**config.mk**
```make
export PLATFORM = sky130hd
export DESIGN_NAME = rth_fifo
export DESIGN_NICKNAME = d
export VERILOG_FILES = /design/src/rtl/core/rth_fifo.sv
export SDC_FILE = /design/constraint.sdc
export NUM_CORES = 1
export LEC_CHECK = 0
export ABC_AREA = 1
export BUFFER_PORTS_ARGS = -buffer_cell sky130_fd_sc_hd__buf_2
export CORE_MARGIN = 2
export CORE_UTILIZATION = 55
export CTS_BUF_LIST = sky130_fd_sc_hd__clkbuf_8
export CTS_CLUSTER_DIAMETER = 50
export DETAILED_ROUTE_END_ITERATION = 10
export GPL_ROUTABILITY_DRIVEN = 0
export GPL_TIMING_DRIVEN = 0
export PLACE_DENSITY = 0.76
export REMOVE_ABC_BUFFERS = 1
export SYNTH_ARGS = -nofsm -noshare
export SYNTH_HDL_FRONTEND = slang
export SYNTH_SLANG_ARGS = --single-unit
```
**constraint.sdc**
```tcl
create_clock -name clk -period 4.9 [get_ports clk]
set_input_delay 0.245 -clock clk [delete_from_list [all_inputs] [get_ports clk]]
set_output_delay 0.245 -clock clk [all_outputs]
set_load 0.05 [all_outputs]
```
**src/rtl/core/rth_fifo.sv**
```systemverilog
// Small register queue used between the front and back and at the result side.
`default_nettype none
module rth_fifo #(
	parameter int WIDTH = 8,
	parameter int DEPTH = 4
) (
	input  wire logic             clk,
	input  wire logic             arst_n,
	input  wire logic             wr_en,
	input  wire logic [WIDTH-1:0] wr_data,
	output logic                  full,
	input  wire logic             rd_en,
	output logic [WIDTH-1:0]      rd_data,
	output logic                  empty
);
	localparam int PW = (DEPTH > 1) ? $clog2(DEPTH) : 1;
	localparam int CW = $clog2(DEPTH + 1);

	logic [WIDTH-1:0] mem_q [DEPTH];
	logic [PW-1:0]    wr_ptr_q, rd_ptr_q;
	logic [CW-1:0]    count_q;
	logic             do_wr, do_rd;

	assign full    = (count_q == CW'(DEPTH));
	assign empty   = (count_q == '0);
	assign do_wr   = wr_en && !full;
	assign do_rd   = rd_en && !empty;
	assign rd_data = mem_q[rd_ptr_q];

	always_ff @(posedge clk) begin
		if (do_wr) begin
			mem_q[wr_ptr_q] <= wr_data;
		end
	end

	always_ff @(posedge clk or negedge arst_n) begin
		if (!arst_n) begin
			wr_ptr_q <= '0;
			rd_ptr_q <= '0;
			count_q  <= '0;
		end else begin
			if (do_wr) begin
				wr_ptr_q <= (wr_ptr_q == PW'(DEPTH - 1)) ? '0 : wr_ptr_q + 1'b1;
			end
			if (do_rd) begin
				rd_ptr_q <= (rd_ptr_q == PW'(DEPTH - 1)) ? '0 : rd_ptr_q + 1'b1;
			end
			if (do_wr && !do_rd) begin
				count_q <= count_q + 1'b1;
			end else if (do_rd && !do_wr) begin
				count_q <= count_q - 1'b1;
			end
		end
	end
endmodule
`default_nettype wire

```
==> results.json, run 1 <==
{
  "outcome": "completed",
  "rows": 20,
  "required_ns": 4.66,
  "synth-seq-area-share_pct": 64.6,
  "skew_ns": 0.00700,
  "diodes": 0,
  "critPathMaxFanout": 35,
  "grt_max_degree": 36,
  "leakage_nw": 0.890,
  "power_density_nw_per_um2": 677,
  "max_freq_mhz": 468,
  "hold_viol_final": 0,
  "drt-vias-per-instance": 4.94,
  "finalCritPeriodShare_pct": 43.6,
  "cts-buffers-inserted": 5,
  "wl_met1_um": 1180,
  "final_util_pct": 64.9,
  "final_cell_mix": "nand2_1, edfxtp_1, inv_1",
  "hold_path_class": "input port to flop",
  "peakVddDrop_v": 0.000276,
  "core_region_area_sq_um": 3050,
  "cpMaxStageDelayCell": "dfrtp_1",
  "firstDrtPassIters": 4,
  "cts_tree": "yes",
  "antenna_found_initial": 0,
  "final_common_cell": "nand2_1",
  "portBuffers": 21,
  "path_cells": "o211ai_1, nand2_1, buf_2",
  "fin_cells": 223,
  "ys_types": 16,
  "arrival_ns": 1.89,
  "io-pin-count": 22,
  "ys_ff_latch": 39,
  "initial_utilization_pct": 57.6,
  "drtIter0Drc": 30,
  "drc": 0,
  "worstMarginPinSlew_ns": 1.02,
  "die_w_um": 60.6,
  "slew_headroom_pct": 32.3,
  "cts.hold.buffers_added": 1,
  "syn_to_final_growth_pct": 12.6,
  "grt_pass1_vias": 1110,
  "dr_wl_met2_um": 1560,
  "setup_viol": 0,
  "drtAntennaViolNets": 0,
  "clock-sinks": 39,
  "slowest_delay_ns": 1.01,
  "dieArea_sq_um": 3670,
  "yosysWarnings": 0,
  "syn_avg_cell_area_sq_um": 11.4,
  "critPathKind": "flop to output port",
  "cp-start-kind": "flop",
  "synth.top_cell.area_share_pct": 54.6,
  "drive_gt1_share_pct": 17.3,
  "overflow": 0,
  "critPathCaptureType": "output port",
  "die_h_um": 60.6,
  "hold_slack_ns": 0.166,
  "cts_resized": 0,
  "finalMaxSlewViolations": 0,
  "wl_met3_um": 108,
  "finalCriticalPeriod_ns": 2.14,
  "top_layer": "met4",
  "h-tree-depth": 2,
  "synth_top_area_cell": "edfxtp_1",
  "track_usage_pct": 18.7,
  "clockRootBuffer": "clkbuf_8",
  "grt_first_pass_wirelength_um": 4620,
  "routed_wl_um": 2920,
  "synthTopCellsByArea": "edfxtp_1, dfrtp_1, nand2_1, inv_1, o211ai_1",
  "clk_pin_slew_worst_paths_ns": 0.07,
  "fin_nets": 197,
  "syn_area_sq_um": 1760,
  "netlist_instances": 154,
  "clock_latency_ns": 0.29,
  "vias": 1101,
  "dpl.hpwl_um": 2040,
  "dp_cells": 214,
  "cts_buffer_depth": 2,
  "post_cts_buffers": 0,
  "final.setup.tns_ns": 0,
  "cap_viol_max_count": 0,
  "rsz0062_at_grt": "no",
  "wire_per_inst_um": 13.1
}
[logic make-up (layout without fill, tap and decap cells)]
logic type,count (synthesis),after routing,synth area share [%]
and+or+nand+nor,53,53,12.1
xor gates and xnor gates,1,1,0.498
DFF,39,39,64.6
adders and majority gates,7,7,5.41
AOI/OAI and AO/OA,17,17,7.40
buffers and inverters,37,62,10.0
[state kept, by name, indices dropped and copies added, names as in the netlist]
name,flops
wr_ptr_q,2
count_q,3
rd_ptr_q,2
mem_q,32
[Yosys cell counts]
master     n
buf_6      5
dfrtp_1    7
edfxtp_1  32
fa_1       1
ha_1       6
inv_1     31
inv_2      1
nand2_1   38
nand2_2    1
nand3_1    7
nand4_1    1
nor2_1     6
o211ai_1  15
o211ai_2   1
o21ai_0    1
xnor2_1    1
[final cells by class]
type	count	area [sq um]
tap	44	55.1
fill	235	1070
clock buffer	5	68.8
timing repair buffer	22	115
multi-input combinational	78	447
sequential	39	1140
inverter	32	120
clock inverter	3	38.8
[report_power, final]
group / internal (mW) / switching [mW] / leakage (nW) / total [mW]
Clock: 0.149 / 0.107 / 0.0556 / 0.256
Combinational: 0.153 / 0.401 / 0.456 / 0.554
Sequential: 0.445 / 0.0861 / 0.378 / 0.531
[critical path, delay by kind of cell, from the launching register on]
kind / cells / cell delay, ns
flip-flops: 1 / 1.01
buffers and inverters: 1 / 0.26
AO/OA/AOI/OAI: 1 / 0.21
AND/OR/NAND/NOR: 1 / 0.11
[routing by layer]
layer / vias up / GRT usage, %
met3: 8 / 5.76
met1: 521 / 19.1
met2: 19 / 33.1
met4: 0 / 11.8
met5: - / 0
li1: 553 / -
[stage by stage]
| step | total power, mW | setup slack [ns] | instance area [sq um] |
|---|---|---|---|
| finish | 1.34 | 2.76 | 1980 |
| floorplan | 0.951 | 3.21 | 1700 |
| CTS | 1.36 | 2.73 | 1980 |
| detailed placement | 1.10 | 2.99 | 1860 |
| global placement | 1.06 | 3.11 | 1860 |
| global route | 1.43 | 2.59 | 1980 |
[final timing paths]
path                       cells after the start     endpoint   startpoint  slack (ns)
max                                            3   rd_data[2]  rd_ptr_q[0]        2.76
min                                            1  mem_q[1][0]   wr_data[0]        0.17
max reg2reg                                   11   count_q[2]   count_q[0]        2.99
min reg2reg                                    2   count_q[2]   count_q[2]        0.51
max in group asynchronous                      2   count_q[1]       arst_n        4.42
min in group asynchronous                      2  wr_ptr_q[1]       arst_n        0.32
No activity file was read; power rests on OpenSTA's default activity.
==> run 2: changes to the inputs <==
--- a/config.mk
+++ b/config.mk
@@ -8,13 +8,13 @@
 export ABC_AREA = 1
 export BUFFER_PORTS_ARGS = -buffer_cell sky130_fd_sc_hd__buf_2
 export CORE_MARGIN = 2
-export CORE_UTILIZATION = 55
+export CORE_UTILIZATION = 53
 export CTS_BUF_LIST = sky130_fd_sc_hd__clkbuf_8
 export CTS_CLUSTER_DIAMETER = 50
 export DETAILED_ROUTE_END_ITERATION = 10
 export GPL_ROUTABILITY_DRIVEN = 0
 export GPL_TIMING_DRIVEN = 0
-export PLACE_DENSITY = 0.76
+export PLACE_DENSITY = 0.77
 export REMOVE_ABC_BUFFERS = 1
 export SYNTH_ARGS = -nofsm -noshare
 export SYNTH_HDL_FRONTEND = slang
==> constraint.sdc (replaced) <==
create_clock -name clk -period 1.9 [get_ports clk]
set_input_delay 0.095 -clock clk [delete_from_list [all_inputs] [get_ports clk]]
set_output_delay 0.095 -clock clk [all_outputs]
set_load 0.05 [all_outputs]
==> run 2 against run 1 <==
  * Die area is 3.5% higher
  * Design area is 3.3% higher
  * Worst setup slack worse by 2.6 ns
  * Total power grew to 2.6 times the previous value
  * Highest routed layer unchanged
  * Sequential cell count stayed put
  * Largest cell class unchanged
  * Critical path type unchanged
  * Sequential share of layout area is 1.7 points lower
==> results.json, run 2 (synthesis results as in run 1) <==
{
  "outcome": "completed",
  "hold_path_class": "input port to flop",
  "clock-sinks": 39,
  "finalInstanceArea_sq_um": 2050,
  "core_region_area_sq_um": 3100,
  "critPathCaptureType": "output port",
  "required_ns": 1.80,
  "finalCriticalPeriod_ns": 1.74,
  "vias": 1130,
  "drc": 0,
  "cts_buffer_depth": 2,
  "initial_utilization_pct": 56.7,
  "power_density_nw_per_um2": 1690,
  "die_h_um": 61.6,
  "peakVddDrop_v": 0.000779,
  "slew_headroom_pct": 44.9,
  "cp_top_family": "buffers and inverters",
  "grt_pass1_vias": 1047,
  "final_util_pct": 66.0,
  "drtIter0Drc": 37,
  "slowest_delay_ns": 0.55,
  "syn_to_final_growth_pct": 16.4,
  "final_cell_mix": "nand2_1, edfxtp_1, inv_1",
  "worstMarginPinSlew_ns": 0.824,
  "fin_nets": 204,
  "cts_tree": "yes",
  "critPathKind": "flop to output port",
  "drive_gt1_share_pct": 24.2,
  "antenna_found_initial": 0,
  "wire_per_inst_um": 13.2,
  "h-tree-depth": 2,
  "worst_r2r_path_depth": 10,
  "clockRootBuffer": "clkbuf_8",
  "cpMaxStageDelayCell": "dfrtp_1",
  "die_w_um": 61.6,
  "overflow": 0,
  "cp-start-kind": "flop",
  "hold_viol_final": 0,
  "grt_first_pass_wirelength_um": 4630,
  "path_buf_inv": 2,
  "cap_viol_max_count": 0,
  "dieArea_sq_um": 3800,
  "drtAntennaViolNets": 0,
  "portBuffers": 21,
  "routed_wl_um": 3040,
  "finalCritPeriodShare_pct": 91.8,
  "cts-buffers-inserted": 5,
  "diodes": 0,
  "setup_viol": 0,
  "grt_max_degree": 36,
  "finalMaxSlewViolations": 0,
  "reg2reg_from": "count_q[2]",
  "io-pin-count": 22,
  "power_mw": 3.47,
  "rrSetupSlack_ns": 0.16,
  "holdCritStartpoint": "wr_data[0]",
  "drt-vias-per-instance": 4.91,
  "critPathMaxFanout": 11,
  "worstReg2RegEnd": "count_q[2]",
  "arrival_ns": 1.65,
  "hold_slack_ns": 0.0131,
  "clock_latency_ns": 0.29,
  "largest_reg_flops": 32,
  "max_freq_mhz": 574,
  "firstDrtPassIters": 4,
  "final_common_cell": "nand2_1",
  "track_usage_pct": 18.3,
  "leakage_nw": 0.907,
  "hold_path_depth": 1,
  "rows": 20,
  "largestRegisters": "mem_q: 32 flops, count_q: 3 flops",
  "dpl.hpwl_um": 2010,
  "whs_endpoint": "mem_q[3][0]",
  "largest_register": "mem_q",
  "skew_ns": 0.00348,
  "placed_cell_area_sq_um": 1860,
  "clk_pin_slew_worst_paths_ns": 0.07,
  "path_cells": "inv_1, o211ai_1, nand2_1, buf_2"
}
[run 2: how the worst max path moves through the flow]
stage,slack [ns],cells past startpoint,start,endpoint
6_report,0.16,4,rd_ptr_q[1],rd_data[3]
3_3_place_gp,0.1,9,count_q[0],count_q[1]
3_5_place_dp,0.03,9,count_q[0],count_q[1]
2_1_floorplan,0.21,9,count_q[0],count_q[1]
5_1_grt,-0.03,11,count_q[2],count_q[2]
4_1_cts,0.009,9,count_q[0],count_q[1]
[run 2: layout make-up]
cell class                      count  area (sq um)
Clock inverter                      3          20.0
Multi-Input combinational cell     78           474
Clock buffer                        5          68.8
Timing Repair Buffer               29           170
Tap cell                           44          55.1
Sequential cell                    39          1140
Fill cell                         260          1060
Inverter                           32           120
[run 2: what timing repair did]
action,in CTS,in global routing
setup buffers,2,4
endpoints found under the hold margin,7,4
gates cloned,0,0
pin swaps,1,2
resized for setup,1,8
hold buffers,1,1
setup endpoints to repair,9,20
[run 2: layer usage]
layer  global-route usage, %  up-vias  wire length [um]
li1                        -      567                 -
met1                    19.7      528              1260
met2                    32.3       31              1600
met3                    7.56        4               145
met4                    6.38        0                40
met5                       0        -                 0
[run 2: power breakdown]
part	internal, mW	leakage, nW	switching (mW)
Sequential	1.15	0.376	0.221
Combinational	0.467	0.491	1.08
Clock	0.255	0.0402	0.292
Total	1.88	0.907	1.59
[run 2: stage by stage]
stage	setup TNS (ns)	setup slack, ns	std cells
after floorplan	0	0.207	149
final	0	0.156	230
after global routing	-0.0264	-0.0264	230
after global placement	0	0.0976	214
after CTS	0	0.00896	225
after detailed placement	0	0.0267	214
