[src/rtl/core/rth_pkg.sv]
// Package: shared types, constants and helpers for the RGB to HSI pixel core.
`default_nettype none
package rth_pkg;

	localparam int CHANNEL_BITS = 8;
	localparam int SUM_BITS     = CHANNEL_BITS + 2;
	localparam int DIFF_BITS    = CHANNEL_BITS + 3;
	localparam int HUE_BITS     = 15;
	localparam int SAT_BITS     = 13;
	localparam int INT_BITS     = 10;

	localparam int MID_DEPTH    = 4;
	localparam int OUT_DEPTH    = 2;

	localparam int CORDIC_STEPS = 20;
	localparam int QUO_BITS     = 13;
	localparam int VEC_BITS     = 27;
	localparam int ANG_BITS     = 26;
	localparam int REM_BITS     = 24;
	localparam int DIVD_BITS    = 23;
	localparam int YPROD_BITS   = 23;

	localparam logic [14:0] SQRT3_Q14     = 15'd28378;
	localparam logic [14:0] SAT_SCALE     = 15'd24576;
	localparam logic [15:0] THIRD_RECIP   = 16'd43691;
	localparam int          THIRD_SHIFT   = 17;
	localparam logic signed [ANG_BITS-1:0] DEG90_Q16  = 26'sd5898240;
	localparam logic signed [ANG_BITS-1:0] DEG180_Q16 = 26'sd11796480;
	localparam logic [HUE_BITS-1:0] FULL_TURN_Q6 = 15'd23040;
	localparam logic [SAT_BITS-1:0] SAT_ONE      = 13'd4096;

	localparam logic signed [ANG_BITS-1:0] ATAN_DEG_Q16 [CORDIC_STEPS] = '{
		26'sd2949120, 26'sd1740967, 26'sd919879, 26'sd466945, 26'sd234379,
		26'sd117264,  26'sd58666,   26'sd29335,  26'sd14668,  26'sd7334,
		26'sd3667,    26'sd1833,    26'sd917,    26'sd458,    26'sd229,
		26'sd115,     26'sd57,      26'sd29,     26'sd14,     26'sd7
	};

	typedef struct packed {
		logic [SUM_BITS-1:0]         sum;
		logic signed [DIFF_BITS-1:0] x;
		logic [CHANNEL_BITS-1:0]     d;
		logic [DIVD_BITS-1:0]        dividend;
		logic                        bgt;
		logic                        gray;
		logic                        last;
	} mid_item_t;

	typedef struct packed {
		logic signed [VEC_BITS-1:0] x;
		logic signed [VEC_BITS-1:0] y;
		logic signed [ANG_BITS-1:0] z;
		logic [REM_BITS-1:0]        rem;
		logic [QUO_BITS-1:0]        quo;
		logic [SUM_BITS-1:0]        sum;
		logic                       bgt;
		logic                       gray;
		logic                       last;
	} stage_t;

	typedef struct packed {
		logic [HUE_BITS-1:0] hue;
		logic [SAT_BITS-1:0] sat;
		logic [INT_BITS-1:0] inten;
		logic                last;
	} out_item_t;

	// shift toward zero so negative values mirror positive ones
	function automatic logic signed [VEC_BITS-1:0] shr_tz(
		input logic signed [VEC_BITS-1:0] v, input int s);
		logic signed [VEC_BITS-1:0] m;
		begin
			m = v < 0 ? -v : v;
			m = m >>> s;
			return v < 0 ? -m : m;
		end
	endfunction

endpackage
`default_nettype wire

[src/rtl/core/rth_front.sv]
// Front end: classify a pixel and form the operands for the back end.
`default_nettype none
module rth_front (
	input  wire logic [rth_pkg::CHANNEL_BITS-1:0] red,
	input  wire logic [rth_pkg::CHANNEL_BITS-1:0] green,
	input  wire logic [rth_pkg::CHANNEL_BITS-1:0] blue,
	input  wire logic                             last,
	output rth_pkg::mid_item_t                    item
);
	localparam int CB = rth_pkg::CHANNEL_BITS;
	localparam int DB = rth_pkg::DIFF_BITS;
	localparam int SB = rth_pkg::SUM_BITS;

	logic [CB-1:0] mn;

	always_comb begin
		mn = red;
		if (blue < mn) begin
			mn = blue;
		end
		if (green < mn) begin
			mn = green;
		end
		item.sum  = SB'(red) + SB'(green) + SB'(blue);
		item.x    = (DB'(red) <<< 1) - DB'(green) - DB'(blue);
		item.d    = (green > blue) ? green - blue : blue - green;
		item.bgt  = blue > green;
		item.gray = (red == green) && (green == blue);
		item.last = last;
		// 3*min*4096*2 + sum, numerator of the rounded ratio
		item.dividend = rth_pkg::DIVD_BITS'(mn)
			* rth_pkg::DIVD_BITS'(rth_pkg::SAT_SCALE)
			+ rth_pkg::DIVD_BITS'(item.sum);
	end
endmodule
`default_nettype wire

[config.mk]
export PLATFORM = sky130hd
export DESIGN_NAME = rth_front
export DESIGN_NICKNAME = d
export VERILOG_FILES = /design/src/rtl/core/rth_pkg.sv /design/src/rtl/core/rth_front.sv
export SDC_FILE = /design/constraint.sdc
export NUM_CORES = 1
export LEC_CHECK = 0
export BUFFER_PORTS_ARGS = -buffer_cell sky130_fd_sc_hd__buf_4
export CAP_MARGIN = 20
export CORE_MARGIN = 2
export CORE_UTILIZATION = 41
export DETAILED_ROUTE_END_ITERATION = 7
export PLACE_DENSITY = 0.67
export SLEW_MARGIN = 10
export SYNTH_ARGS = -nofsm -noshare
export SYNTH_HDL_FRONTEND = slang
export SYNTH_SLANG_ARGS = --single-unit
[constraint.sdc]
create_clock -name vclk -period 4.2
set_input_delay 0 -clock vclk [all_inputs]
set_output_delay 0 -clock vclk [all_outputs]
set_load 0.03 [all_outputs]
==> impl_metrics.tcl, run 1 <==
set metrics [dict create \
    ys_warn_count 0 \
    die_w_um 88.4 \
    cap_viol_max_count 0 \
    cts_hold_buffers 0 \
    ir_worst_vdd_uv 269 \
    synthCells 372 \
    crit_slowest_cell "or4_4" \
    ys_top_cells_by_area "ha_1, fa_1, inv_1" \
    firstDrtPassIters 4 \
    switching_share_pct 56.8 \
    synth_compound_area_share_pct 21.9 \
    num_rows 30 \
    io_buffers 75 \
    crit_fanout 7 \
    cp_common_cell "ha_4" \
    clockPowerShare_pct 0 \
    synth.mux.area_fraction_pct 6.34 \
    hp-class "in -> out" \
    die-area_um2 7820 \
    drive_gt1_share_pct 39.8 \
    switchingPower_mw 0.979 \
    crit_arrival_ns 4.43 \
    synth.top_cells.by_count "ha_1, inv_1, a21oi_1" \
    critical_path_class "in -> out" \
    finalMaxSlewViolations 0 \
    wirelength_um 8510 \
    drt_iter0_drc 111 \
    drc 0 \
    p_comb_share_pct 100.0 \
    nClkBuffers 0 \
    synthSimpleGateAreaFrac_pct 14.0 \
    min_period_ns 4.43 \
    required_ns 4.20 \
    synth_top_family_by_area "adder cells" \
    hpwl_um 7120 \
    wl_per_cell_um 14.4 \
    violations "setup timing" \
    fmax_mhz 226 \
    finalHoldViolCount 0 \
    dpl_worst_slack_ns -0.454 \
    grt_antenna_before_repair 0 \
    vias_per_cell 5.13 \
    seq_cell_count 0 \
    rsz0062_at_grt "true" \
    area_growth_pct 46.8 \
    synthAdderAreaFrac_pct 36.7 \
    seqPwrFrac_pct 0 \
    synth_top_area_share_pct 27.8 \
    setup_viol 4 \
    yosys.area.top_type "ha_1" \
    end_kind "output port" \
    synth_most_common_cell "ha_1" \
    fin_crit_sh_pct 105 \
    gp_congestion 0.847 \
    p_per_area_nw_per_um2 401 \
    synth.distinct_cells 50 \
    grt_pass1_wl_um 13900 \
    whs_path_depth 0 \
    final_net_count 602 \
    critPathMaxStageDelay_ns 0.52 \
    pin_count 80 \
    holdWs_ns 0.0000132 \
    grtUsageTotal_pct 21.7 \
    grt_max_degree 10 \
    diodes 0 \
    p_leak_nw 2.22 \
    synth.cell_area_um2 2920 \
    synthXorXnorAreaFrac_pct 9.89 \
    grt_overflow_total 0 \
    antenna_left 0 \
    crit_path_start_kind "input port" \
    die_h_um 88.4 \
    seqCellArea_um2 0 \
    setup_slack_ns -0.228 \
    yosysSeqAreaShare_pct 0 \
    grt_pass1_vias 3041 \
    status "complete, but fails checks" \
    cp_cell_sequence "buf_8 > inv_8 > ha_4 > a2111o_1 > a31oi_4 > mux2i_1 > ha_1 > a21oi_2 > o21ai_2 > or4_4 > o21ba_4 > and2_4 > and3_4 > or2_4 > inv_4 > ha_4 > a21o_1 > a211o_1 > o211ai_1 > xnor2_2 > buf_6" \
    syn_avg_cell_area_um2 7.86 \
    initial_core_util_pct 42.8 \
    via_count 3043 \
    p_int_mw 0.744 \
    fp.coreArea_um2 6830 \
]
## cell type report
cell class | count | area, um2
multi-input combinational | 306 | 2870
timing repair buffer | 143 | 1110
fill | 616 | 2540
tap | 96 | 120
inverter | 48 | 190
## stage by stage
step                instances  setup TNS [ns]  power, mW  utilization (%)  instance area [um2]
floorplan                 374          -0.207       1.09                -                 3060
global placement          578           -1.20       1.57             58.3                 3990
detailed placement        578           -1.74       1.59             58.3                 3990
CTS                       590          -0.788       1.66             61.0                 4170
global route              593           -1.51       1.85             62.8                 4290
finish                    593          -0.541       1.72             62.8                 4290
## kinds of logic (layout without fill, tap and decap cells)
family | after synthesis | after routing
AOI/OAI and AO/OA | 98 | 98
adders and majority gates | 78 | 78
and+or+nand+nor | 76 | 76
buffers and inverters | 68 | 191
xor gates and xnor gates | 33 | 33
muxes | 18 | 18
other | 1 | 3
## path summary, 6_finish.rpt
check | start | end
setup / recovery | red[1] | item[23]
hold / removal | last | item[0]
## what timing repair did
item,4_1_cts,5_1_grt
resized for setup,20,21
endpoints found under the setup margin,6,7
pin swaps,14,6
buffers inserted,12,3
hold endpoints to repair,0,0
## worst max-delay path: cells and delay by family
kind	cells	cell delay (ns)
adders and majority gates	3	0.68
buffers and inverters	4	0.37
AOI/OAI and AO/OA	8	1.84
muxes	1	0.28
xor gates and xnor gates	1	0.16
and+or+nand+nor	4	1.10
## placed cells by master, fill, tap and decap left out, types with 3 or more instances in the layout
cell	n
buf_4	136
ha_1	60
inv_1	45
a21oi_1	22
xor2_1	16
nand2_1	15
o21ai_0	15
xnor2_1	15
a21o_1	14
nor2_1	13
fa_1	13
mux2i_1	11
nor2b_1	7
o21bai_1	6
nand4_1	5
nand3_1	5
buf_6	5
o21ai_1	4
a21oi_4	4
a21oi_2	4
o211ai_1	4
mux2_2	4
o21a_1	3
and2_4	3
a211o_1	3
ha_4	3
conb_1	3
## layer usage
| metal | track usage (%) | part of all wire [%] | vias to the layer above |
|---|---|---|---|
| li1 | - | - | 1536 |
| met3 | 1.21 | 3.0 | 12 |
| met5 | 0 | 0 | - |
| met2 | 39.3 | 50 | 67 |
| met4 | 3.03 | 1.2 | 0 |
| met1 | 29.1 | 46 | 1428 |
## power groups by stage
stage | sequential (mW) | combinational, mW | clock, mW
6_report | 0 | 1.72 | 0
5_1_grt | 0 | 1.85 | 0
4_1_cts | 0 | 1.66 | 0
3_5_place_dp | 0 | 1.59 | 0
3_3_place_gp | 0 | 1.57 | 0
2_1_floorplan | 0 | 1.09 | 0
Power figures use the tool's default switching activity.
==> run 2, diff against run 1 <==
==> constraint.sdc (replaced) <==
create_clock -name vclk -period 4.2
set_input_delay 0 -clock vclk [all_inputs]
set_output_delay 0 -clock vclk [all_outputs]
set_load 0.05 [all_outputs]
==> impl_metrics.tcl, run 2 (synthesis results as in run 1) <==
set metrics [dict create \
    finalHoldViolCount 0 \
    mostFrequentLayoutCells "buf_4, ha_1, inv_1" \
    cp.buffers_inverters 6 \
    drive_gt1_share_pct 40.3 \
    seq_cell_count 0 \
    postLayoutCoreUtil_pct 63.7 \
    p_leak_nw 2.22 \
    diodes 0 \
    rsz0062_at_grt "true" \
    layout_commonest_cell "buf_4" \
    gp_congestion 0.847 \
    critPathMaxStageDelay_ns 0.51 \
    grt_pass1_vias 3032 \
    vias_per_cell 5.10 \
    whs_endpoint "item[0]" \
    fmax_mhz 220 \
    fp.coreArea_um2 6830 \
    crit_slowest_cell "or4_4" \
    status "complete, but fails checks" \
    final_net_count 599 \
    p_per_area_nw_per_um2 487 \
    cap_viol_max_count 0 \
    min-delay-start "last" \
    grt_max_degree 10 \
    drc 0 \
    finalMaxSlewViolations 0 \
    whs_path_depth 0 \
    crit_fanout 7 \
    firstDrtPassIters 4 \
    die_h_um 88.4 \
    io_buffers 75 \
    drt_iter0_drc 117 \
    die_w_um 88.4 \
    grt_antenna_before_repair 0 \
    nClkBuffers 0 \
    cp_top_family "compound AO/OA/AOI/OAI gates" \
    initial_core_util_pct 42.8 \
    required_ns 4.20 \
    seqCellArea_um2 0 \
    num_rows 30 \
    antenna_left 0 \
    hpwl_um 7090 \
    grt_pass1_wl_um 13800 \
    die-area_um2 7820 \
    violations "setup timing" \
    wirelength_um 8400 \
    min_period_ns 4.54 \
    end_kind "output port" \
    fin_crit_sh_pct 108 \
    tns_ns -1.14 \
    setup_slack_ns -0.336 \
    area_growth_pct 49.0 \
    crit_arrival_ns 4.54 \
    critical_path_class "in -> out" \
    hp-class "in -> out" \
    ir_worst_vdd_uv 334 \
    grtUsageTotal_pct 21.6 \
    pin_count 80 \
    grt_overflow_total 0 \
    cts_hold_buffers 0 \
    cp_cell_sequence "buf_8 > inv_8 > ha_4 > a2111o_1 > a31oi_4 > buf_6 > mux2i_4 > ha_4 > a21oi_4 > o21ai_4 > or4_4 > o21ba_4 > and2_4 > and3_4 > or2_4 > inv_4 > ha_4 > a21o_1 > a211o_1 > o211ai_1 > buf_4 > xnor2_4 > buf_6" \
    setup_viol 5 \
    cp_common_cell "ha_4" \
    via_count 3011 \
    crit_path_start_kind "input port" \
    wl_per_cell_um 14.2 \
]
## run 2: repair_timing
item                       4_1_cts  5_1_grt
gates cloned                     0        0
setup endpoints to repair        7        7
pin swaps                       15        4
gates resized for setup         25       17
setup buffers                    9        5
## run 2: routing by layer
metal	part of all wire (%)	global-route usage (%)	vias to the layer above	wire (um)
met2	50	39.6	66	4160
met4	0.98	1.79	0	82
li1	-	-	1528	-
met5	0	0	-	0
met1	46	29.5	1409	3850
met3	3.6	0.373	8	299
## run 2: layout make-up
type | instances | area, um2
Fill cell | 605 | 2480
Multi-Input combinational cell | 306 | 2960
Tap cell | 96 | 120
Timing Repair Buffer | 140 | 1090
Inverter | 48 | 190
## run 2: stage by stage
| stage | setup WS, ns | instance area (um2) | cells | hold WS, ns | total power [mW] |
|---|---|---|---|---|---|
| final | -0.336 | 4350 | 590 | 0.0000193 | 2.12 |
| after detailed placement | -0.535 | 4070 | 576 | 0.000589 | 1.98 |
| after CTS | -0.298 | 4240 | 585 | 0.000589 | 2.07 |
| after global placement | -0.460 | 4070 | 576 | 0.000589 | 1.96 |
| after global routing | -0.474 | 4350 | 590 | 0.0000718 | 2.24 |
| after floorplan | -0.211 | 3150 | 374 | 0.167 | 1.48 |
## run 2: how the worst max path moves through the flow
stage	from	end	slack (ns)	cells after the start
3_3_place_gp	red[1]	item[23]	-0.46	22
2_1_floorplan	blue[1]	item[23]	-0.21	20
3_5_place_dp	red[1]	item[23]	-0.53	22
4_1_cts	red[1]	item[23]	-0.30	23
5_1_grt	red[2]	item[23]	-0.47	23
6_report	red[1]	item[23]	-0.34	23
## run 2: report_power, final
group / internal, mW / switching, mW
registers: 0 / 0
clock network: 0 / 0
logic: 0.801 / 1.32
==> run 3, diff against run 2 <==
--- a/config.mk
+++ b/config.mk
@@ -11,6 +11,7 @@
 export CORE_UTILIZATION = 41
 export DETAILED_ROUTE_END_ITERATION = 7
 export PLACE_DENSITY = 0.67
+export REMOVE_ABC_BUFFERS = 1
 export SLEW_MARGIN = 10
 export SYNTH_ARGS = -nofsm -noshare
 export SYNTH_HDL_FRONTEND = slang
==> impl_metrics.tcl, run 3 (synthesis results as in run 1) <==
set metrics [dict create \
    grt_max_degree 10 \
    drive_gt1_share_pct 40.8 \
    cap_viol_max_count 0 \
    grt_antenna_before_repair 0 \
    grt_overflow_total 0 \
    seqPwrFrac_pct 0 \
    setup_slack_ns -0.288 \
    grtUsageTotal_pct 21.3 \
    area_growth_pct 49.9 \
    finalHoldViolCount 0 \
    violations "setup timing" \
    diodes 0 \
    antenna_left 0 \
    grt_pass1_vias 3049 \
    status "complete, but fails checks" \
    fmax_mhz 223 \
    pin_count 80 \
    required_ns 4.20 \
    holdWs_ns 0.000109 \
    gp_congestion 0.883 \
    seq_cell_count 0 \
    initial_core_util_pct 42.8 \
    mostFrequentLayoutCells "buf_4, ha_1, inv_1" \
    drt_iter0_drc 210 \
    rsz0062_at_grt "true" \
    die_w_um 88.4 \
    num_rows 30 \
    whs_endpoint "item[0]" \
    nClkBuffers 0 \
    dpl_cell_area_um2 3850 \
    final_area_um2 4380 \
    wirelength_um 9060 \
    p_leak_nw 2.20 \
    p_int_mw 0.760 \
    drc 0 \
    switching_share_pct 63.2 \
    hpwl_um 6790 \
    tns_ns -0.841 \
    fp.coreArea_um2 6830 \
    p_comb_share_pct 100.0 \
    die-area_um2 7820 \
    grt_pass1_wl_um 13800 \
    setup_viol 6 \
    whs_path_depth 0 \
    crit_path_start_kind "input port" \
    hp-class "in -> out" \
    critical_path_class "in -> out" \
    wl_per_cell_um 15.3 \
    die_h_um 88.4 \
    final_net_count 600 \
    ir_worst_vdd_uv 400 \
    end_kind "output port" \
    p_per_area_nw_per_um2 471 \
    seqCellArea_um2 0 \
    via_count 3123 \
    crit_fanout 6 \
    clockPowerShare_pct 0 \
    fillers 572 \
    vias_per_cell 5.28 \
    firstDrtPassIters 4 \
    switchingPower_mw 1.31 \
    crit_arrival_ns 4.49 \
    layout_commonest_cell "buf_4" \
    min-delay-start "last" \
    finalMaxSlewViolations 0 \
    min_period_ns 4.49 \
    fin_crit_sh_pct 107 \
    io_buffers 75 \
]
[run 3: power by group through the flow]
stage	logic (mW)	clock network [mW]	registers [mW]
after floorplan	1.29	0	0
after global placement	1.82	0	0
after detailed placement	1.84	0	0
after CTS	1.92	0	0
after global routing	2.19	0	0
final	2.07	0	0
[run 3: stage by stage]
stage / setup slack [ns] / util [%] / std cells / total power, mW
2_1_floorplan: -0.594 / - / 354 / 1.29
3_3_place_gp: -0.450 / 56.4 / 576 / 1.82
3_5_place_dp: -0.577 / 56.4 / 576 / 1.84
4_1_cts: -0.251 / 59.6 / 584 / 1.92
5_1_grt: -0.427 / 64.1 / 591 / 2.19
6_report: -0.288 / 64.1 / 591 / 2.07
[run 3: how the worst max path moves through the flow]
| stage | start | to | slack (ns) | cells after the start |
|---|---|---|---|---|
| detailed placement | red[1] | item[23] | -0.58 | 21 |
| finish | red[1] | item[23] | -0.29 | 22 |
| CTS | red[1] | item[23] | -0.25 | 22 |
| floorplan | red[1] | item[24] | -0.59 | 19 |
| global placement | red[1] | item[23] | -0.45 | 21 |
| global route | red[1] | item[23] | -0.43 | 22 |
[run 3: critical path, stage by stage]
cell,delay (ns)
buf_8,0.10
inv_4,0.05
ha_4,0.19
a2111o_1,0.41
a31oi_4,0.25
buf_12,0.15
mux2i_4,0.28
ha_4,0.26
a21oi_4,0.14
o21ai_2,0.09
or4_4,0.48
o21ba_4,0.22
and2_4,0.18
and3_4,0.17
or2_4,0.26
inv_4,0.07
ha_4,0.20
a21o_1,0.18
a211o_1,0.27
o211ai_1,0.15
xnor2_1,0.16
buf_4,0.22
[run 3: repair_timing]
item | in CTS | in global routing
setup buffers | 8 | 7
setup endpoints to repair | 6 | 7
cloned | 0 | 0
pin swaps | 26 | 18
hold buffers | 0 | 0
resized for setup | 39 | 44
[run 3: routing by layer]
metal	part of all wire, %	GRT usage, %	vias up
met2	49	37.8	103
li1	-	-	1534
met1	45	29.2	1469
met3	4.8	0.746	17
met4	2.0	3.58	0
met5	0	0	-
[run 3: cell type report]
type	instances	area, um2	area share (%)
multi-input cells	306	2970	67.9
repair buffers	141	1100	25.1
well taps	96	120	2.74
inverters	48	185	4.23
